File: config.mk
export PLATFORM = sky130hd
export DESIGN_NAME = ntc_table_temperature_convert
export DESIGN_NICKNAME = d
export VERILOG_FILES = /design/src/rtl/ntc_pkg.sv /design/src/rtl/ntc_table_temperature_convert.sv /design/src/rtl/ntc_frac_div.sv
export SDC_FILE = /design/constraint.sdc
export NUM_CORES = 1
export LEC_CHECK = 0
export ABC_AREA = 1
export BUFFER_PORTS_ARGS = -buffer_cell sky130_fd_sc_hd__buf_2
export CELL_PAD_IN_SITES_DETAIL_PLACEMENT = 0
export CELL_PAD_IN_SITES_GLOBAL_PLACEMENT = 1
export CORE_AREA = 2 2 169 171
export DETAILED_ROUTE_END_ITERATION = 7
export DIE_AREA = 0 0 171 173
export GPL_ROUTABILITY_DRIVEN = 1
export GPL_TIMING_DRIVEN = 0
export PLACE_DENSITY = 0.81
export REMOVE_ABC_BUFFERS = 1
export SETUP_SLACK_MARGIN = 0.1
export SYNTH_ARGS = -nofsm -noshare
export SYNTH_HDL_FRONTEND = slang
export SYNTH_SLANG_ARGS = --single-unit
File: constraint.sdc
create_clock -name clk_i -period 7.2 [get_ports clk_i]
set_input_delay 1.44 -clock clk_i [delete_from_list [all_inputs] [get_ports clk_i]]
set_output_delay 1.44 -clock clk_i [all_outputs]
set_load 0.05 [all_outputs]
File: src/rtl/ntc_pkg.sv
// Shared constants for the thermistor table temperature converter.
// Holds the descending calibration ROM, the field widths and the divider sizing.
// No dependencies.
package ntc_pkg;

  localparam int TABLE_ENTRIES = 161;
  localparam int FIRST_DEGREE  = -40;

  localparam int RAW_W    = 12;
  localparam int TEMP_W   = 12;
  localparam int FRAC_SH  = 4;
  localparam int X_W      = RAW_W + FRAC_SH;
  localparam int ROM_W    = 16;
  localparam int IDX_W    = $clog2(TABLE_ENTRIES + 1);
  localparam int FRAC_W   = FRAC_SH + 1;
  localparam int DIV_STEPS = FRAC_W;
  localparam int STEP_W   = $clog2(DIV_STEPS);
  localparam int REM_W    = ROM_W + FRAC_SH + 1;

  localparam logic [ROM_W-1:0] NTC_ROM [TABLE_ENTRIES] = '{
    16'hF41B,
    16'hF370, 16'hF2BE, 16'hF203, 16'hF141, 16'hF076, 16'hEFA3, 16'hEEC7, 16'hEDE1,
    16'hECF3, 16'hEBFB,
    16'hEAFA, 16'hE9EF, 16'hE8DA, 16'hE7BB, 16'hE691, 16'hE55D, 16'hE41F, 16'hE2D5,
    16'hE181, 16'hE024,
    16'hDEB8, 16'hDD43, 16'hDBC2, 16'hDA37, 16'hD89F, 16'hD6FE, 16'hD552, 16'hD39A,
    16'hD1D7, 16'hD009,
    16'hCE32, 16'hCC50, 16'hCA63, 16'hC86D, 16'hC66D, 16'hC463, 16'hC250, 16'hC034,
    16'hBE0F, 16'hBBE5,
    16'hB9AE, 16'hB772, 16'hB52E, 16'hB2E4, 16'hB096, 16'hAE3F, 16'hABE3, 16'hA983,
    16'hA71E, 16'hA4B7,
    16'hA249, 16'h9FDB, 16'h9D69, 16'h9AF6, 16'h987F, 16'h960A, 16'h9393, 16'h911D,
    16'h8EA6, 16'h8C2F,
    16'h89BB, 16'h8748, 16'h84D8, 16'h826A, 16'h8000, 16'h7D99, 16'h7B36, 16'h78D7,
    16'h767D, 16'h7429,
    16'h71D7, 16'h6F8E, 16'h6D49, 16'h6B0A, 16'h68D7, 16'h66A4, 16'h6478, 16'h6258,
    16'h603D, 16'h5E2D,
    16'h5C1E, 16'h5A19, 16'h581E, 16'h562B, 16'h5441, 16'h525B, 16'h5080, 16'h4EAD,
    16'h4CE4, 16'h4B21,
    16'h496A, 16'h47B8, 16'h460F, 16'h4470, 16'h42D8, 16'h4148, 16'h3FC3, 16'h3E44,
    16'h3CCD, 16'h3B5D,
    16'h39F7, 16'h3897, 16'h373F, 16'h35EE, 16'h34A9, 16'h3365, 16'h322D, 16'h30FB,
    16'h2FCD, 16'h2EAD,
    16'h2D8F, 16'h2C76, 16'h2B64, 16'h2A5D, 16'h295C, 16'h285D, 16'h2766, 16'h2671,
    16'h2588, 16'h24AB,
    16'h23BF, 16'h22E4, 16'h2211, 16'h213C, 16'h2070, 16'h1FAC, 16'h1EE7, 16'h1E2B,
    16'h1D6E, 16'h1CBA,
    16'h1C0A, 16'h1B5E, 16'h1AB6, 16'h1A12, 16'h1973, 16'h18D3, 16'h183D, 16'h17A7,
    16'h1715, 16'h168D,
    16'h15FF, 16'h157B, 16'h14F7, 16'h1477, 16'h1403, 16'h1388, 16'h1312, 16'h12A2,
    16'h1231, 16'h11C5,
    16'h1159, 16'h10F2, 16'h108B, 16'h102A, 16'h0FCE, 16'h0F6B, 16'h0F0F, 16'h0EB7,
    16'h0E60, 16'h0E14
  };

endpackage

File: src/rtl/ntc_table_temperature_convert.sv
// Top level of the thermistor reading to temperature converter.
// Binary search over the calibration ROM, then, for a reading between two entries, interpolation through ntc_frac_div.
// Depends on ntc_pkg and ntc_frac_div.
// The search loop makes one ROM probe per cycle, at most eight probes and a closing step,
// and a reading between two entries then runs the divider before the result strobe.
// One transaction at a time: start_i is taken only in idle; busy_o drops in the strobe cycle.
// Reset clears the sequencer and the strobe; the receiver cannot stall a result.
module ntc_table_temperature_convert (
  input  logic                               clk_i,
  input  logic                               rst_ni,
  input  logic                               start_i,
  output logic                               busy_o,
  input  logic [ntc_pkg::RAW_W-1:0]          raw_reading_i,
  output logic                               valid_o,
  output logic signed [ntc_pkg::TEMP_W-1:0]  temperature_o
);
  import ntc_pkg::*;

  typedef enum logic [2:0] {
    S_IDLE   = 3'b001,
    S_SEARCH = 3'b010,
    S_DIVIDE = 3'b100
  } state_e;

  state_e             state_q, state_d;
  logic [X_W-1:0]     x_q, x_d;
  logic [IDX_W-1:0]   lo_q, lo_d;
  logic [IDX_W-1:0]   hi_q, hi_d;
  logic [IDX_W-1:0]   idx_q, idx_d;
  logic               valid_q, valid_d;
  logic [TEMP_W-1:0]  temp_q, temp_d;

  logic [IDX_W:0]     mid_sum;
  logic [IDX_W-1:0]   mid;
  logic [IDX_W-1:0]   mid_p1;
  logic [ROM_W-1:0]   rom_a;
  logic [ROM_W-1:0]   rom_b;
  logic               div_start;
  logic               div_done;
  logic [FRAC_W-1:0]  div_quot;

  function automatic logic [TEMP_W-1:0] to_temp(logic [IDX_W-1:0] idx,
                                                logic [FRAC_W-1:0] frac);
    logic [TEMP_W-1:0] base;
    base = TEMP_W'(idx) << FRAC_SH;
    return base + TEMP_W'(FIRST_DEGREE * (1 << FRAC_SH)) + TEMP_W'(frac);
  endfunction

  assign mid_sum = {1'b0, lo_q} + {1'b0, hi_q};
  assign mid     = mid_sum[IDX_W:1];
  assign mid_p1  = mid + 1'b1;
  assign rom_a   = NTC_ROM[mid];
  assign rom_b   = NTC_ROM[mid_p1];

  always_comb begin
    state_d   = state_q;
    x_d       = x_q;
    lo_d      = lo_q;
    hi_d      = hi_q;
    idx_d     = idx_q;
    valid_d   = 1'b0;
    temp_d    = temp_q;
    div_start = 1'b0;
    case (state_q)
      S_IDLE: begin
        if (start_i) begin
          x_d     = {raw_reading_i, {FRAC_SH{1'b0}}};
          lo_d    = '0;
          hi_d    = IDX_W'(TABLE_ENTRIES - 1);
          state_d = S_SEARCH;
        end
      end
      S_SEARCH: begin
        if (!((lo_q + 1'b1) < hi_q)) begin
          idx_d   = (hi_q <= IDX_W'(1)) ? '0 : IDX_W'(TABLE_ENTRIES);
          temp_d  = to_temp(idx_d, '0);
          valid_d = 1'b1;
          state_d = S_IDLE;
        end else if (x_q > rom_a) begin
          hi_d = mid;
        end else if (x_q < rom_a) begin
          if (x_q < rom_b) begin
            lo_d = mid;
          end else begin
            idx_d     = mid;
            div_start = 1'b1;
            state_d   = S_DIVIDE;
          end
        end else begin
          idx_d   = mid;
          temp_d  = to_temp(mid, '0);
          valid_d = 1'b1;
          state_d = S_IDLE;
        end
      end
      S_DIVIDE: begin
        if (div_done) begin
          temp_d  = to_temp(idx_q, div_quot);
          valid_d = 1'b1;
          state_d = S_IDLE;
        end
      end
      default: begin
        state_d = S_IDLE;
      end
    endcase
  end

  ntc_frac_div u_frac_div (
    .clk_i   (clk_i),
    .rst_ni  (rst_ni),
    .start_i (div_start),
    .num_i   (rom_a - x_q),
    .den_i   (rom_a - rom_b),
    .done_o  (div_done),
    .quot_o  (div_quot)
  );

  always_ff @(posedge clk_i or negedge rst_ni) begin
    if (!rst_ni) begin
      state_q <= S_IDLE;
      valid_q <= 1'b0;
    end else begin
      state_q <= state_d;
      valid_q <= valid_d;
    end
  end

  always_ff @(posedge clk_i) begin
    x_q    <= x_d;
    lo_q   <= lo_d;
    hi_q   <= hi_d;
    idx_q  <= idx_d;
    temp_q <= temp_d;
  end

  assign busy_o        = (state_q != S_IDLE);
  assign valid_o       = valid_q;
  assign temperature_o = temp_q;

endmodule

File: src/rtl/ntc_frac_div.sv
// Restoring divider that produces the interpolation fraction, one quotient bit a cycle.
// Computes ((a - x) << 4) / (a - b) for a reading inside one table segment.
// Depends on ntc_pkg.
module ntc_frac_div (
  input  logic                         clk_i,
  input  logic                         rst_ni,
  input  logic                         start_i,
  input  logic [ntc_pkg::ROM_W-1:0]    num_i,
  input  logic [ntc_pkg::ROM_W-1:0]    den_i,
  output logic                         done_o,
  output logic [ntc_pkg::FRAC_W-1:0]   quot_o
);
  import ntc_pkg::*;

  logic              active_q, active_d;
  logic              done_q, done_d;
  logic [STEP_W-1:0] step_q, step_d;
  logic [REM_W-1:0]  rem_q, rem_d;
  logic [REM_W-1:0]  dsh_q, dsh_d;
  logic [FRAC_W-1:0] quot_q, quot_d;
  logic              fits;

  assign fits = (rem_q >= dsh_q);

  always_comb begin
    active_d = active_q;
    done_d   = 1'b0;
    step_d   = step_q;
    rem_d    = rem_q;
    dsh_d    = dsh_q;
    quot_d   = quot_q;
    if (start_i) begin
      active_d = 1'b1;
      step_d   = '0;
      rem_d    = REM_W'({num_i, {FRAC_SH{1'b0}}});
      dsh_d    = REM_W'({den_i, {FRAC_SH{1'b0}}});
      quot_d   = '0;
    end else if (active_q) begin
      if (fits) begin
        rem_d = rem_q - dsh_q;
      end
      quot_d = {quot_q[FRAC_W-2:0], fits};
      dsh_d  = dsh_q >> 1;
      if (step_q == STEP_W'(DIV_STEPS - 1)) begin
        active_d = 1'b0;
        done_d   = 1'b1;
      end else begin
        step_d = step_q + 1'b1;
      end
    end
  end

  always_ff @(posedge clk_i or negedge rst_ni) begin
    if (!rst_ni) begin
      active_q <= 1'b0;
      done_q   <= 1'b0;
      step_q   <= '0;
    end else begin
      active_q <= active_d;
      done_q   <= done_d;
      step_q   <= step_d;
    end
  end

  always_ff @(posedge clk_i) begin
    rem_q  <= rem_d;
    dsh_q  <= dsh_d;
    quot_q <= quot_d;
  end

  assign done_o = done_q;
  assign quot_o = quot_q;

endmodule

# After elaboration in Yosys (flattened, before gate mapping)
# Memories as Yosys holds them, arrays and structs flattened.
# Index checks and enable logic that the tools add are counted.
# totals
reg_bits	103
latch_bits	0
mem_bits_rw	0
rom_bits	8192
inputBits	15
wordCells	124
mem_count	2
# op_classes
addsub	11
multipliers	0
div_mod_pow	0
order_cmp	8
n_eq_ne	18
n_shift	0
n_mux	55
n_bitwise	2
reduce_logical	13
# mem_list
memory	depth	word_bits	rd	rd_ports_with_merged_regs	wr	line	rtl
(no name shown)	256	16	1	0	0	ntc_table_temperature_convert.sv:53	assign rom_b = NTC_ROM[mid_p1];
(no name shown)	256	16	1	0	0	ntc_table_temperature_convert.sv:52	assign rom_a = NTC_ROM[mid];
# op_table
cell	n
8-bit two-way mux	13
20-bit two-way mux	5
16-bit two-way mux	4
12-bit two-way mux	4
12-bit adder, second input constant	3
16-bit < comparator	2
8-bit case mux with 2 select lines	2
16-bit subtractor	2
3-bit two-way mux	9
12-bit case mux with 2 select lines	1
21-bit by 20-bit >= comparator with 1-bit output	1
21-bit by 20-bit subtractor with 21-bit output	1
9-bit >= comparator, second input constant	2
8-bit inverter with 9-bit output	2
8-bit by 1-bit adder with 8-bit output, second input constant	2
16-bit greater-than comparator	1
2-bit != test, second input constant	8
1-bit two-way mux	15
12-bit by 5-bit adder with 12-bit output	1
4-bit AND reduction	3
8-bit by 8-bit adder with 9-bit output	1
3-bit != test, second input constant	3
3-bit case mux with 3 select lines	1
8-bit by 1-bit less-or-equal comparator with 1-bit output, second input constant	1
13 further kinds	20

# Logic depth before layout (Yosys ltp)
# logic_depth
ltp_word	14
depth_mapped	44
ltp_nobuf	41

# By module
# From an unflattened synthesis, not the netlist that was laid out.
# hier_totals
cells_unflattened	2077
area_unflattened_um2	13281.5
# modules_own_cells
mod	n_inst	cells_per_inst	area_each_um2
ntc_table_temperature_convert	1	1641	9909.5
ntc_frac_div	1	436	3372.0

# Worst setup path before layout
# Ideal clock, no wire load.
# synth_path
path_kind	reg2reg
start	register lo_q[1]
end	register u_frac_div.dsh_q[18], data pin
setup_ns	0.258
arrival_time_ns	6.031
required_time_ns	6.942
slack_ns	0.911
path_stages_with_launch	40
path_buffers	1
period_less_slack_ns	6.289
cell_sequence	edfxtp_1 -> inv_1 -> fa_1 -> clkinv_1 -> ha_1 -> clkbuf_1 -> inv_1 -> ha_1 -> clkinv_1 -> nor2_1 -> inv_1 -> nand2_1 -> nand3_1 -> nand2_1 -> nand3_1 -> nand3_1 -> nand3_1 -> nand2_1 -> [4 not listed] -> fa_1 -> a21o_1 -> a21oi_1 -> o21ai_0 -> nand2_1 -> nand2_1 -> nand2_1 -> nand2_1 -> nand2_1 -> nand2_1 -> a21oi_1 -> or2_2 -> inv_1 -> nor2_1 -> nor2_1 -> nor2_1 -> xor2_1 -> o21ai_1
# synth_via
elab_chain_len	13
elab_cells_between_ends	22
classes_between	4 x add/sub; 4 x order compare; 10 x mux; 2 x bitwise; 2 x memory
# synth_rtl
element	line	rtl
start: declaration	ntc_table_temperature_convert.sv:27	logic [IDX_W-1:0] lo_q, lo_d;
start signal: assignment	ntc_table_temperature_convert.sv:131	lo_q <= lo_d;
8-bit by 8-bit adder with 9-bit output *	ntc_table_temperature_convert.sv:49	assign mid_sum = {1'b0, lo_q} + {1'b0, hi_q};
net mid_sum[1]	ntc_table_temperature_convert.sv:33	logic [IDX_W:0] mid_sum;
8-bit by 1-bit adder with 8-bit output	ntc_table_temperature_convert.sv:51	assign mid_p1 = mid + 1'b1;
8-bit inverter with 9-bit output (not written as such)	ntc_table_temperature_convert.sv:53	
memory 256 x 16 bit	-	
16-bit two-way mux (not written as such) (2 in series)	ntc_table_temperature_convert.sv:53	
16-bit < comparator	ntc_table_temperature_convert.sv:82	if (x_q < rom_b) begin
1-bit two-way mux	ntc_table_temperature_convert.sv:82	
1-bit two-way mux	ntc_table_temperature_convert.sv:81	end else if (x_q < rom_a) begin
1-bit two-way mux	ntc_table_temperature_convert.sv:79	end else if (x_q > rom_a) begin
1-bit two-way mux	ntc_table_temperature_convert.sv:74	if (!((lo_q + 1'b1) < hi_q)) begin
1-bit two-way mux	ntc_table_temperature_convert.sv:64	case (state_q)
20-bit two-way mux *	ntc_frac_div.sv:32	if (start_i) begin
net u_frac_div.dsh_d[18]	ntc_frac_div.sv:19	logic [REM_W-1:0] dsh_q, dsh_d;
end signal: assignment	ntc_frac_div.sv:67	dsh_q <= dsh_d;
end: declaration	ntc_frac_div.sv:19	
# The timed path passes the listed nets; every way through them passes the cells marked *. The select of a mux whose other input is x is not followed.
# A chain may end at the register's enable or synchronous reset.

# Worst setup path in the final report
# layout_path
start	register lo_q[0]
end	register lo_q[0] (enable)
# layout_via
elab_chain_len	9
elab_cells_between_ends	20
classes_between	3 x add/sub; 4 x order compare; 4 x eq/ne; 4 x mux; 2 x bitwise; 1 x reduce/logical; 2 x memory
# layout_rtl
element	line
8-bit by 8-bit adder with 9-bit output *	ntc_table_temperature_convert.sv:49
net mid_sum[1]	ntc_table_temperature_convert.sv:33
8-bit by 1-bit adder with 8-bit output	ntc_table_temperature_convert.sv:51
8-bit inverter with 9-bit output (not written as such)	ntc_table_temperature_convert.sv:53
memory 256 x 16 bit	-
16-bit two-way mux (not written as such) (2 in series)	ntc_table_temperature_convert.sv:53
16-bit < comparator	ntc_table_temperature_convert.sv:82
2-bit != test (no line)	-
6-bit AND reduction (no line) *	-
# Marked as above.

==> flow_metrics.env <==
export IMPL_ys_flop_type="edfxtp_1"
export IMPL_die_height_um=173
export IMPL_max_freq_ghz=0.1469
export IMPL_htreeDepth=3
export IMPL_hpwl_mm=37.21
export IMPL_status="completed"
export IMPL_synthArstFlopShare_pct=8.738
export IMPL_cts_buffers=9
export IMPL_num_io_pins=29
export IMPL_skew_ns=0.01223
export IMPL_slew_violations=0
export IMPL_wl_mm=52.20
export IMPL_core_rowCount=61
export IMPL_cts_buffer_depth=2
export IMPL_cts_hold_buf=0
export IMPL_synth_edf_count=80
export IMPL_core_area_um2=27630
export IMPL_end_kind="flip-flop"
export IMPL_cp_max_fo=45
export IMPL_ant_nets=0
export IMPL_seq_area_frac_synth_pct=22.67
export IMPL_grt_start_max_net_pins=68
export IMPL_cts_num_sinks=103
export IMPL_grt_pass1_wl_mm=79.01
export IMPL_cts_root_buf="clkbuf_16"
export IMPL_finalNetCount=2094
export IMPL_ys_warnings_count=0
export IMPL_crit_arrival_ns=6.80
export IMPL_ys_seq_elements=103
export IMPL_drt_iter0_drc=1587
export IMPL_drtPass1Iterations=6
export IMPL_clk_latency_ns=0.35
export IMPL_fin_crit_sh_pct=94.52
export IMPL_rsz0062_at_grt="true"
export IMPL_cts_tree="built"
export IMPL_grt_usage_pct=34.34
export IMPL_grt_overflow_total=0
export IMPL_area_growth_syn_to_layout_pct=7.645
export IMPL_fin_crit_ns=6.805
export IMPL_placed_cells=2310
export IMPL_syn_inst=1999
export IMPL_layout_common_cells="nand2_1, nand3_1, inv_1, nor2_1, a21oi_1"
export IMPL_drive_gt1_share_pct=6.961
export IMPL_path_class="flip-flop to flip-flop"
export IMPL_hold_path_class="flip-flop to flip-flop"
export IMPL_synth_area_um2=12830
export IMPL_worst_slew_pin_slew_ns=1.271
export IMPL_clk_pin_slew_worst_paths_ns=0.08
export IMPL_start_kind="flip-flop"
export IMPL_vias=14440
export IMPL_yosysUniqueCellTypes=57
export IMPL_required_ns=7.19
export IMPL_finalHoldViolations=0
export IMPL_port_buffer_count=28
export IMPL_antennaDiodeCount=0
export IMPL_die_x_um=171
export IMPL_post_synth_cell_area_avg_um2=6.418
export IMPL_cap_viol_max_count=0
export IMPL_slew_headroom_pct=14.93
export IMPL_grt_pass1_vias=13440
export IMPL_layout_cells_non_filler=2346
export IMPL_die_area_um2=29580
export IMPL_final_setup_viol_count=0
export IMPL_antenna_found_initial=0
export IMPL_initial_utilization_pct=46.44
export IMPL_vias_per_cell=6.155
export IMPL_wl_per_cell_um=22.25
export IMPL_layout_commonest_cell="nand2_1"
export IMPL_drc_errors=0
export IMPL_gp_congestion=0.9982
==> Yosys cell counts (14+ instances only) <==
cell type  number  area [µm²]
nand2_1       507        1903
nand3_1       234        1171
inv_1         211       792.0
nor2_1        163       611.8
a21oi_1       136       680.7
o21ai_0       122       610.6
ha_1          109        1364
edfxtp_1       80        2402
o21ai_1        46       230.2
clkbuf_1       39       146.4
o211ai_1       30       225.2
xor2_1         28       245.2
buf_2          25       125.1
buf_1          22       82.58
xnor2_1        21       183.9
o22ai_1        16       100.1
dfxtp_1        14       280.3
nand2_2        14       87.58
==> path summary, 6_finish.rpt <==
kind	startpoint	to	slack (ns)	depth (start not counted)
worst max-delay path	lo_q[0]	lo_q[0]	0.39	26
worst min-delay path	u_frac_div.done_o	state_q[2]	0.45	1
worst max register to register	lo_q[0]	lo_q[0]	0.39	26
worst min register to register	u_frac_div.done_o	state_q[2]	0.45	1
max in group asynchronous	rst_ni	state_q[0]	6.01	1
min in group asynchronous	rst_ni	u_frac_div.active_q	0.94	1
==> critical path, stage by stage, from the launching register on <==
cell      delay, ns
edfxtp_1       0.42
nand2_1        0.17
fa_2           0.54
clkinv_2       0.33
ha_4           0.37
nand3_2        0.28
nor2_1         0.26
nand2_4        0.20
nand2_8        0.27
inv_4          0.25
nor2_4         0.32
inv_1          0.25
o31ai_1        0.37
o221ai_1       0.15
nand2_1        0.10
a21oi_1        0.06
a31oi_2        0.27
ha_1           0.30
a21oi_1        0.16
nor2_1         0.05
a211oi_1       0.18
o21ai_1        0.13
nand2_1        0.12
nand2_2        0.06
buf_4          0.19
buf_4          0.18
a21oi_2        0.41
==> sequential cells by signal, indices dropped and copies added (netlist names), 5 cells and up <==
name               cells
hi_q                   8
idx_q                  8
x_q                   12
u_frac_div.quot_o      5
u_frac_div.rem_q      21
lo_q                   8
u_frac_div.dsh_q      20
temperature_o         12
==> layout make-up <==
type | count | area (µm²)
Inverter | 226 | 884.6
Fill cell | 2980 | 13820
Clock inverter | 7 | 102.6
Timing Repair Buffer | 47 | 322.8
Multi-Input combinational cell | 1576 | 8894
Tap cell | 378 | 473.0
Clock buffer | 9 | 225.2
Sequential cell | 103 | 2909
==> repair_timing <==
action	in CTS	in global routing
setup endpoints to repair	123	116
pin swaps	6	3
buffers inserted	10	6
gates cloned	2	2
hold endpoints to repair	0	0
gates resized for setup	33	27
==> metrics by stage <==
stage | utilization (%) | instance area, µm² | setup WS, ns | setup TNS, ns | hold slack (ns)
detailed placement | 47.25 | 13060 | -4.774 | -452.50 | 0.4552
global placement | 47.02 | 12990 | -4.970 | -474.52 | 0.4442
global route | 49.99 | 13810 | -0.01904 | -0.01904 | 0.4906
CTS | 49.31 | 13620 | 0.1051 | 0 | 0.4530
floorplan | - | 12380 | -0.2502 | -8.006 | 0.4223
finish | 49.99 | 13810 | 0.3945 | 0 | 0.4489
==> per-layer routing <==
metal	global-route usage, %	share of wire, %	vias up
met5	0	0	-
met4	13.63	4.3	0
met3	6.043	9.1	152
met2	54.70	45	789
met1	45.95	42	6750
li1	-	-	6749
==> cells by family (layout without fill, tap and decap cells) <==
| group | count (synthesis) | in the layout | share of synthesized area, % |
|---|---|---|---|
| xor+xnor | 50 | 50 | 3.472 |
| buf+inv | 324 | 289 | 10.15 |
| fa+ha+maj | 116 | 116 | 11.72 |
| compound gates | 439 | 439 | 20.00 |
| simple gates | 967 | 971 | 31.98 |
| flops | 103 | 103 | 22.67 |
Power is not shown: default switching activity piles up to over one toggle a cycle in this logic, so the estimate is an artifact.
